<file path="src/design/plsbd_pkg.sv">
// plsbd_pkg: shared types, constants and codes for the parallel LED strip bit-slice driver
// used by plsbd_store, plsbd_ctrl and parallel_led_strip_bitslice_driver_unit; no dependencies
`default_nettype none

package plsbd_pkg;

  localparam int LANES_DEF         = 16;
  localparam int LEDS_PER_LANE_DEF = 24;

  // one LED: green, red, blue, sent msb first
  localparam int COLOR_W  = 24;
  localparam int BYTE_W   = 8;
  localparam int BIT_W    = 5;
  localparam int OP_W     = 2;
  localparam int LANE_W   = 4;
  localparam int LED_W    = 5;
  localparam int CFG_IDX_W = 2;

  localparam logic [BIT_W-1:0] LAST_BIT = BIT_W'(COLOR_W - 1);

  typedef enum logic [OP_W-1:0] {
    OP_SET_PIXEL = 2'd0,
    OP_START     = 2'd1,
    OP_TICK      = 2'd2,
    OP_NOP       = 2'd3
  } op_e;

  typedef enum logic [CFG_IDX_W-1:0] {
    CFG_PERIOD_TICKS = 2'd0,
    CFG_DATA_TICK    = 2'd1,
    CFG_LOW_TICK     = 2'd2,
    CFG_DEAD_PERIODS = 2'd3
  } cfg_idx_e;

  localparam logic [BYTE_W-1:0] PERIOD_TICKS_RST = 8'd30;
  localparam logic [BYTE_W-1:0] DATA_TICK_RST    = 8'd10;
  localparam logic [BYTE_W-1:0] LOW_TICK_RST     = 8'd19;
  localparam logic [BYTE_W-1:0] DEAD_PERIODS_RST = 8'd19;

  typedef struct packed {
    logic [BYTE_W-1:0] period_ticks;
    logic [BYTE_W-1:0] data_tick;
    logic [BYTE_W-1:0] low_tick;
    logic [BYTE_W-1:0] dead_periods;
  } cfg_t;

  // count loaded at start so that the first tick wraps
  function automatic logic [BYTE_W-1:0] preload(input logic [BYTE_W-1:0] period);
    logic [BYTE_W-1:0] res;
    res = (period == '0) ? '0 : period - BYTE_W'(1);
    return res;
  endfunction

endpackage

`default_nettype wire

</file>
<file path="src/design/plsbd_ctrl.sv">
// plsbd_ctrl: bit timing sequencer, word position, dead time and pin levels
// reads rows from plsbd_store and issues its pixel writes; uses plsbd_pkg
`default_nettype none

module plsbd_ctrl #(
  parameter int LANES = plsbd_pkg::LANES_DEF,
  parameter int ROWS  = plsbd_pkg::LEDS_PER_LANE_DEF,
  localparam int ROW_AW  = (ROWS > 1) ? $clog2(ROWS) : 1,
  localparam int LANE_AW = (LANES > 1) ? $clog2(LANES) : 1
) (
  input  wire logic                                       clk_i,
  input  wire logic                                       rst_ni,
  input  wire logic                                       step_i,
  input  wire plsbd_pkg::op_e                             op_i,
  input  wire logic [plsbd_pkg::LANE_W-1:0]               lane_i,
  input  wire logic [plsbd_pkg::LED_W-1:0]                led_i,
  input  wire logic [plsbd_pkg::COLOR_W-1:0]              color_i,
  input  wire plsbd_pkg::cfg_t                            cfg_i,
  output logic                                            wr_en_o,
  output logic      [ROW_AW-1:0]                          wr_row_o,
  output logic      [LANE_AW-1:0]                         wr_lane_o,
  output logic      [plsbd_pkg::COLOR_W-1:0]              wr_data_o,
  output logic      [ROW_AW-1:0]                          rd_row_o,
  input  wire logic [LANES-1:0][plsbd_pkg::COLOR_W-1:0]   rd_data_i,
  output logic      [LANES-1:0]                           pins_o,
  output logic                                            busy_o,
  output logic                                            done_o
);

  typedef enum logic [1:0] {
    PH_IDLE = 2'd0,
    PH_SEND = 2'd1,
    PH_DEAD = 2'd2
  } phase_e;

  phase_e                              phase_q, phase_d;
  logic [plsbd_pkg::BYTE_W-1:0]        tick_q, tick_d;
  logic [plsbd_pkg::BYTE_W-1:0]        dead_q, dead_d;
  logic [plsbd_pkg::BIT_W-1:0]         bit_q, bit_d;
  logic [ROW_AW-1:0]                   row_q, row_d;
  logic [LANES-1:0]                    pin_q, pin_d;
  logic                                done_q, done_d;

  logic [plsbd_pkg::BYTE_W:0]          tick_inc;
  logic [plsbd_pkg::BYTE_W-1:0]        tick_nxt;
  logic                                wrap;
  logic [plsbd_pkg::BIT_W-1:0]         bit_sel;
  logic [LANES-1:0]                    word;

  // current frame word: one bit of every lane at this LED
  always_comb begin
    bit_sel = plsbd_pkg::LAST_BIT - bit_q;
    for (int ln = 0; ln < LANES; ln++) begin
      word[ln] = rd_data_i[ln][bit_sel];
    end
  end

  assign tick_inc = {1'b0, tick_q} + (plsbd_pkg::BYTE_W + 1)'(1);
  assign wrap     = (tick_inc >= {1'b0, cfg_i.period_ticks});
  assign tick_nxt = wrap ? '0 : tick_inc[plsbd_pkg::BYTE_W-1:0];

  assign wr_en_o   = step_i && (op_i == plsbd_pkg::OP_SET_PIXEL)
                     && (32'(lane_i) < LANES) && (32'(led_i) < ROWS);
  assign wr_row_o  = ROW_AW'(led_i);
  assign wr_lane_o = LANE_AW'(lane_i);
  assign wr_data_o = color_i;

  always_comb begin
    phase_d = phase_q;
    tick_d  = tick_q;
    dead_d  = dead_q;
    bit_d   = bit_q;
    row_d   = row_q;
    pin_d   = pin_q;
    done_d  = done_q;
    if (step_i) begin
      case (op_i)
        plsbd_pkg::OP_START: begin
          done_d  = 1'b0;
          phase_d = PH_SEND;
          bit_d   = '0;
          row_d   = '0;
          dead_d  = '0;
          tick_d  = plsbd_pkg::preload(cfg_i.period_ticks);
        end
        plsbd_pkg::OP_TICK: begin
          if (phase_q != PH_IDLE) begin
            tick_d = tick_nxt;
          end
          if (phase_q == PH_SEND) begin
            // when events coincide, the low level overrides the data bit, which overrides the wrap high
            if (wrap) begin
              pin_d = '1;
            end
            if (tick_nxt == cfg_i.data_tick) begin
              pin_d = word;
            end
            if (tick_nxt == cfg_i.low_tick) begin
              pin_d = '0;
              if (bit_q == plsbd_pkg::LAST_BIT) begin
                bit_d = '0;
                if (row_q == ROW_AW'(ROWS - 1)) begin
                  row_d   = '0;
                  phase_d = PH_DEAD;
                  dead_d  = '0;
                end else begin
                  row_d = row_q + ROW_AW'(1);
                end
              end else begin
                bit_d = bit_q + plsbd_pkg::BIT_W'(1);
              end
            end
          end else if (phase_q == PH_DEAD) begin
            if (wrap) begin
              if (dead_q < cfg_i.dead_periods) begin
                dead_d = dead_q + plsbd_pkg::BYTE_W'(1);
              end else begin
                dead_d  = '0;
                phase_d = PH_IDLE;
                done_d  = 1'b1;
              end
            end
          end
        end
        default: begin
        end
      endcase
    end
  end

  always_ff @(posedge clk_i or negedge rst_ni) begin
    if (!rst_ni) begin
      phase_q <= PH_IDLE;
      tick_q  <= plsbd_pkg::preload(plsbd_pkg::PERIOD_TICKS_RST);
      dead_q  <= '0;
      bit_q   <= '0;
      row_q   <= '0;
      pin_q   <= '0;
      done_q  <= 1'b0;
    end else begin
      phase_q <= phase_d;
      tick_q  <= tick_d;
      dead_q  <= dead_d;
      bit_q   <= bit_d;
      row_q   <= row_d;
      pin_q   <= pin_d;
      done_q  <= done_d;
    end
  end

  // prefetch the row the next item will use
  assign rd_row_o = row_d;
  assign pins_o   = pin_q;
  assign busy_o   = (phase_q != PH_IDLE);
  assign done_o   = done_q;

  a_busy_done_excl: assert property (@(posedge clk_i) disable iff (!rst_ni)
    !((phase_q != PH_IDLE) && done_q))
    else $error("busy and done both set");

  a_bit_range: assert property (@(posedge clk_i) disable iff (!rst_ni)
    bit_q <= plsbd_pkg::LAST_BIT)
    else $error("bit position out of range");

  a_start_clears: assert property (@(posedge clk_i) disable iff (!rst_ni)
    (step_i && (op_i == plsbd_pkg::OP_START))
    |=> ((phase_q == PH_SEND) && (bit_q == '0) && (row_q == '0) && !done_q))
    else $error("start request did not restart the frame");

  a_idle_tick: assert property (@(posedge clk_i) disable iff (!rst_ni)
    (step_i && (op_i == plsbd_pkg::OP_TICK) && (phase_q == PH_IDLE))
    |=> ($stable(pin_q) && (phase_q == PH_IDLE)))
    else $error("tick changed state while idle");

  a_done_from_dead: assert property (@(posedge clk_i) disable iff (!rst_ni)
    $rose(done_q) |-> ($past(phase_q) == PH_DEAD))
    else $error("done raised outside dead time");

endmodule

`default_nettype wire

</file>
<file path="config.mk">
export PLATFORM = sky130hd
export DESIGN_NAME = plsbd_ctrl
export DESIGN_NICKNAME = d
export VERILOG_FILES = /design/src/design/plsbd_pkg.sv /design/src/design/plsbd_ctrl.sv
export SDC_FILE = /design/constraint.sdc
export NUM_CORES = 1
export LEC_CHECK = 0
export BUFFER_PORTS_ARGS = -buffer_cell sky130_fd_sc_hd__buf_2
export CAP_MARGIN = 20
export CORE_AREA = 2 2 199 201
export DETAILED_ROUTE_END_ITERATION = 8
export DIE_AREA = 0 0 201 203
export PLACE_DENSITY_LB_ADDON = 0.2
export RECOVER_POWER = 25
export SKIP_LAST_GASP = 1
export SYNTH_ARGS = -nofsm -noshare
export SYNTH_HDL_FRONTEND = slang
export SYNTH_SLANG_ARGS = --single-unit
</file>
<file path="constraint.sdc">
create_clock -name clk_i -period 4.8 [get_ports clk_i]
set_input_delay 0.24 -clock clk_i [delete_from_list [all_inputs] [get_ports clk_i]]
set_output_delay 0.24 -clock clk_i [all_outputs]
set_load 0.005 [all_outputs]
</file>
==> metrics.txt, run 1 <==
status=finished, violations left; failing checks=max-capacitance violations, max-slew violations; WL/cell=22.2 um; number of buffers added on ports=448; Die Height=203 um; Via density=4.65; max-cap violation count=1; overall power=1.80 mW; vias in the first global route=7791; Starting Density=0.182; Die Area=40800 um2; Die Width=201 um; syn avg cell area=11.2 um2; arrival time of the worst setup path=4.32 ns; PwrDens=184 nW/um2; skew final=0.00490 ns; actual slew at the worst max-slew pin=2.91 ns; largest net degree at the start of global routing=55; clock buffer depth=2; hold_sp=step_i; global-route wire length before repair=49.8 mm; Synth Warn #=0; Worst Path Required=4.56 ns; syn_nets=1104; Worst-path clk slew=0.07 ns; worst hold path class=in2reg; Mapped Cells=623; Yosys cell types=86; async set-or-reset flop fraction in the synthesized netlist=1.00; largest vdd supply drop=0.127 mV; Iter 0 DRT Violations=393; Core Rows=72; # nets final=1499; hpwl dp=29.0 mm; Fin. Hold Viols=0; period utilisation layout=0.950; crit path time final=4.56 ns; core area=38500 um2; commonest non-fill, non-tap cell in the layout=buf_2; Main synth FF type=dfrtp_1; Worst Setup SP=tick_q[0]$_DFFE_PN1P_; setup violators final=0; Seq/Total Area, Yosys=0.162; GP Congestion=0.846; Final Util=0.254; Slew Viols, Final=46; clock buffer count from CTS=5; most frequent cells in the layout=buf_2 (448), mux4_2 (112), inv_1 (44), dfrtp_1 (38), nand2_1 (35); Max FO, Critical Path=12; WS Path Type=reg2out; Rel. slew slack=-0.940; gr usage total=0.164; Synth-to-Final Area Change=39.7%; Clock Sinks=45; critical path startpoint category=register; f_max=0.219 GHz; WL final=34.2 mm; reg-to-reg startpoint=tick_q[0]$_DFFE_PN1P_; register bit total from synthesis=45; clk_lat worst skew=0.30 ns; leakage power=4.35 nW; Final ANT Viol Nets=0; DRC viols=0; Final TNS setup=0 ns; total grt overflow=0; first-pass iteration count of the detailed router=4; CTS tree=yes; synthesized cell area=7000 um2; initial antenna violation count=8; H-tree depth=2; number of vias in the routed layout=7146; num ports=511; Post-synth EDFFs=0; Hold Buf Count CTS=0; root buf cell=clkbuf_16; CP Capture Type=primary output; layout cell share with drive strength beyond 1=0.635; RSZ-0062 raised after global routing=false
## path summary, 6_finish.rpt
check	end	slack, ns	cells past startpoint
max in group asynchronous	bit_q[0]$_DFFE_PN0P_	1.78	2
hold reg to reg	dead_q[7]$_DFFE_PN0P_	0.52	1
setup / recovery	rd_row_o[1]	0.24	14
hold / removal	phase_q[0]$_DFFE_PN0P_	0.30	2
min in group asynchronous	tick_q[5]$_DFFE_PN0P_	0.98	2
setup reg to reg	pins_o[3]$_DFFE_PN0P_	0.45	13
## area by class of cell
class                   count  area (um2)
flip-flops and latches     45        1140
diodes                      1        2.50
inverters                  46         173
repair buffers            468        2400
clock buffers               6         129
multi-input cells         452        5240
well taps                 518         648
fillers                  4194       28700
clock inverters             2        38.8
## critical path, stage by stage, from the launching register on
cell      delay (ns)
dfstp_2         0.63
ha_1            0.27
nand3_2         0.12
o21a_1          0.21
or2_4           0.28
ha_1            0.29
nand3_1         0.20
o21bai_2        0.13
or3_4           0.44
o31a_1          0.30
o22a_1          0.22
and4bb_4        0.26
and2_1          0.18
a221o_1         0.33
buf_2           0.14
## metrics by stage
step | instances | worst slack [ns] | hold slack, ns | cell area (um2)
global route | 1538 | 0.00758 | 0.322 | 9770
global placement | 1523 | 0.268 | 0.410 | 9540
finish | 1538 | 0.241 | 0.299 | 9770
floorplan | 623 | 0.872 | -0.0556 | 7000
detailed placement | 1523 | 0.190 | 0.416 | 9540
CTS | 1531 | 0.0642 | 0.0929 | 9710
## repair_timing
action,in CTS,in global routing
setup buffers,0,5
endpoints found under the setup margin,0,21
hold endpoints to repair,0,0
gates resized for setup,0,3
## flip-flops by register name (all words and copies together), names as in the netlist
signal	count
pins_o	16
dead_q	8
tick_q	8
bit_q	5
row_q	5
phase_q	2
done_o	1
## synth_stat cells (5+ instances only)
cell type / number / area share
a21o_1: 6 / 0.0064
nand2b_1: 7 / 0.0063
a22oi_1: 16 / 0.017
o21ai_0: 18 / 0.013
buf_4: 35 / 0.038
buf_2: 13 / 0.0093
xor2_1: 5 / 0.0063
ha_1: 27 / 0.048
nor3b_1: 7 / 0.0075
mux2_2: 17 / 0.027
a221oi_1: 6 / 0.0075
a21oi_1: 19 / 0.014
mux4_2: 112 / 0.36
nor2_1: 20 / 0.011
inv_1: 44 / 0.024
nand3_1: 12 / 0.0086
xnor2_1: 9 / 0.011
dfrtp_1: 41 / 0.15
nand2_1: 35 / 0.019
and3_1: 12 / 0.011
a211o_1: 5 / 0.0063
nor3_1: 9 / 0.0064
a221oi_2: 10 / 0.021
o2bb2ai_1: 6 / 0.0075
clkbuf_1: 26 / 0.014
a31oi_1: 8 / 0.0072
## cells by family (layout without fill, tap and decap cells)
| logic type | Yosys count | after routing | share of synthesized area |
|---|---|---|---|
| adder cells (fa/ha/maj) | 27 | 27 | 0.0483 |
| AO/OA/AOI/OAI | 139 | 139 | 0.163 |
| XOR/XNOR | 17 | 17 | 0.0263 |
| AND/OR/NAND/NOR | 139 | 139 | 0.118 |
| multiplexers | 130 | 130 | 0.389 |
| buffers and inverters | 126 | 522 | 0.0932 |
| other | 0 | 1 | 0 |
| flip-flops | 45 | 45 | 0.162 |
## where the power goes
group | switching, mW | total [mW] | internal [mW]
Combinational | 0.444 | 0.904 | 0.460
Sequential | 0.0545 | 0.477 | 0.422
Clock | 0.172 | 0.420 | 0.248
## layer usage
| metal | track usage | part of all wire |
|---|---|---|
| met5 | 0 | 0.00038 |
| met4 | 0.0394 | 0.022 |
| met3 | 0.0560 | 0.090 |
| met2 | 0.283 | 0.49 |
| met1 | 0.195 | 0.39 |
Note: power is estimated with default switching activity, not from simulation.
==> run 2: changes to the inputs <==
--- a/config.mk
+++ b/config.mk
@@ -5,11 +5,12 @@
 export SDC_FILE = /design/constraint.sdc
 export NUM_CORES = 1
 export LEC_CHECK = 0
+export ABC_AREA = 1
 export BUFFER_PORTS_ARGS = -buffer_cell sky130_fd_sc_hd__buf_2
 export CAP_MARGIN = 20
-export CORE_AREA = 2 2 199 201
+export CORE_AREA = 2 2 200 202
 export DETAILED_ROUTE_END_ITERATION = 8
-export DIE_AREA = 0 0 201 203
+export DIE_AREA = 0 0 202 204
 export PLACE_DENSITY_LB_ADDON = 0.2
 export RECOVER_POWER = 25
 export SKIP_LAST_GASP = 1
==> constraint.sdc (replaced) <==
create_clock -name clk_i -period 5.6 [get_ports clk_i]
set_input_delay 0.28 -clock clk_i [delete_from_list [all_inputs] [get_ports clk_i]]
set_output_delay 0.28 -clock clk_i [all_outputs]
set_load 0.005 [all_outputs]
==> run 2 against run 1 <==
Synthesized area increased by 4.3%. Synthesized cell count rose by 100%. Clock power is 19% lower. Critical path depth is 12 higher. Clock-buffer cell count down 1. Combinational power grew 47%. Sequential share of layout area fell by 0.065 points. Flip-flop and latch count did not move. Worst hold slack better by 0.17 ns. The run still ends with max-capacitance violations, max-slew violations left. First-iteration DRC count up 100%.
==> metrics.txt, run 2 <==
max-cap violation count=1; Synth-to-Final Area Change=34.7%; clk_lat worst skew=0.29 ns; actual slew at the worst max-slew pin=2.63 ns; CTS tree=yes; synth cell count leaders=nor2_1 (249), o21ai_0 (225), nand2_1 (193); max FFs per register=16; largest net degree at the start of global routing=130; gr usage total=0.191; Die Width=202 um; async set-or-reset flop fraction in the synthesized netlist=1.00; RSZ-0062 raised after global routing=false; DRC viols=0; syn_nets=1740; layout cell share with drive strength beyond 1=0.315; Main synth FF type=dfrtp_1; Slew Viols, Final=46; period utilisation layout=0.776; Final ANT Viol Nets=0; H-tree depth=2; Via density=4.78; Hold Buf Count CTS=0; status=finished, violations left; number of vias in the routed layout=10200; Seq/Total Area, Yosys=0.155; num ports=511; skew final=0.00527 ns; Post-CTS Resized=0; CP peak stage delay=0.57 ns; leakage power=4.91 nW; Mapped Cells=1259; Yosys cell types=36; critical path startpoint category=register; commonest non-fill, non-tap cell in the layout=buf_2; non-filler cells, final=2132; Final Util=0.251; CP Capture Type=primary output; switching share of power=0.502; most frequent cells in the layout=buf_2 (448), nor2_1 (249), o21ai_0 (225), nand2_1 (193), inv_1 (77); Synth area leaders=o21ai_0 (15%), dfrtp_1 (14%), nor2_1 (13%); # nets final=2083; PwrDens=221 nW/um2; Inst Count DP=2120; first-pass iteration count of the detailed router=6; # Post-CTS Setup Buffers=0; core area=39200 um2; syn avg cell area=5.79 um2; Internal Power=1.08 mW; clock buffer depth=2; Core Rows=73; root buf cell=clkbuf_16; Final TNS setup=0 ns; top cell type's share of synthesized area=0.154; WL final=41.2 mm; arrival time of the worst setup path=4.06 ns; WL/cell=19.3 um; Max FO, Critical Path=25; clock share of power=0.157; Rel. slew slack=-0.752; Die Height=204 um; Fin. Hold Viols=0; GP Congestion=0.881; hpwl dp=33.6 mm; Synth Warn #=0; number of buffers added on ports=448; failing checks=max-capacitance violations, max-slew violations; global-route wire length before repair=60.0 mm; Clock Sinks=45; Slowest-stage cell, CP=dfstp_2; Worst-path clk slew=0.06 ns; total grt overflow=0; critical path's most frequent cell=nand2_1; worst hold path class=reg2reg; Psw=1.09 mW; vias in the first global route=9854; f_max=0.230 GHz; count leader, synth=nor2_1; share of power burned in registers=0.230; synthesized cell area=7290 um2; Iter 0 DRT Violations=787; leading area contributor after synthesis=o21ai_0; Comb pwr share=0.614; setup violators final=0; WS Path Type=reg2out; Die Area=41200 um2; Worst Path Required=5.32 ns; Post-synth EDFFs=0; register bit total from synthesis=45; largest vdd supply drop=0.135 mV; clock buffer count from CTS=5; Starting Density=0.186; initial antenna violation count=6; crit path time final=4.34 ns
==> run 2: final timing paths <==
kind                                   startpoint  cells past startpoint  slack [ns]                     end
setup / recovery            tick_q[0]$_DFFE_PN1P_                     26        1.26             rd_row_o[2]
hold / removal             pins_o[12]$_DFFE_PN0P_                      2        0.47  pins_o[12]$_DFFE_PN0P_
setup reg to reg            tick_q[0]$_DFFE_PN1P_                     21        1.57   pins_o[6]$_DFFE_PN0P_
hold reg to reg            pins_o[12]$_DFFE_PN0P_                      2        0.47  pins_o[12]$_DFFE_PN0P_
max in group asynchronous                  rst_ni                      2        2.83    bit_q[0]$_DFFE_PN0P_
min in group asynchronous                  rst_ni                      2        0.90   tick_q[1]$_DFFE_PN0P_
==> run 2: logic make-up after synthesis <==
kind of cell,share of synthesized area
AO/OA/AOI/OAI,0.305
XOR/XNOR,0.0226
adder cells (fa/ha/maj),0.0463
buffers and inverters,0.135
flip-flops,0.155
AND/OR/NAND/NOR,0.336
==> run 2: area by class of cell <==
class / instances / area, um2
Fill cell: 4547 / 29400
Multi-Input combinational cell: 1001 / 5180
Timing Repair Buffer: 463 / 2350
Sequential cell: 45 / 1140
Tap cell: 525 / 657
Inverter: 86 / 328
Clock buffer: 5 / 125
Clock inverter: 2 / 35.0
Antenna cell: 5 / 12.5
==> run 2: worst max-delay path: cells and delay by family (launching register included) <==
kind / cells / cell delay, ns
buffers and inverters: 5 / 0.40
AND/OR/NAND/NOR: 18 / 2.16
adder cells (fa/ha/maj): 2 / 0.51
flip-flops: 1 / 0.57
XOR/XNOR: 1 / 0.16
==> run 2: metal layers <==
metal | wire length, um | up-vias | part of all wire | track usage
met5 | 10 | - | 0.00024 | 0
met4 | 665 | 2 | 0.016 | 0.0328
met3 | 2970 | 50 | 0.072 | 0.0435
met2 | 19100 | 386 | 0.46 | 0.319
met1 | 18500 | 4748 | 0.45 | 0.253
li1 | - | 5006 | - | -
==> run 2: metrics by stage <==
stage | hold WS [ns] | total power [mW] | instance area, um2 | worst slack (ns)
6_report | 0.468 | 2.17 | 9830 | 1.26
2_1_floorplan | -0.0156 | 1.31 | 7290 | 2.42
5_1_grt | 0.488 | 2.38 | 9820 | 0.815
3_5_place_dp | 0.422 | 1.86 | 9660 | 1.60
4_1_cts | 0.111 | 2.21 | 9820 | 1.25
3_3_place_gp | 0.423 | 1.85 | 9660 | 1.68
==> run 2: power by group through the flow <==
stage	Sequential [mW]	Combinational (mW)	Clock, mW
after floorplan	0.474	0.831	0
after global placement	0.504	1.35	0
after detailed placement	0.507	1.36	0
after CTS	0.501	1.36	0.347
after global routing	0.517	1.50	0.365
final	0.500	1.33	0.340
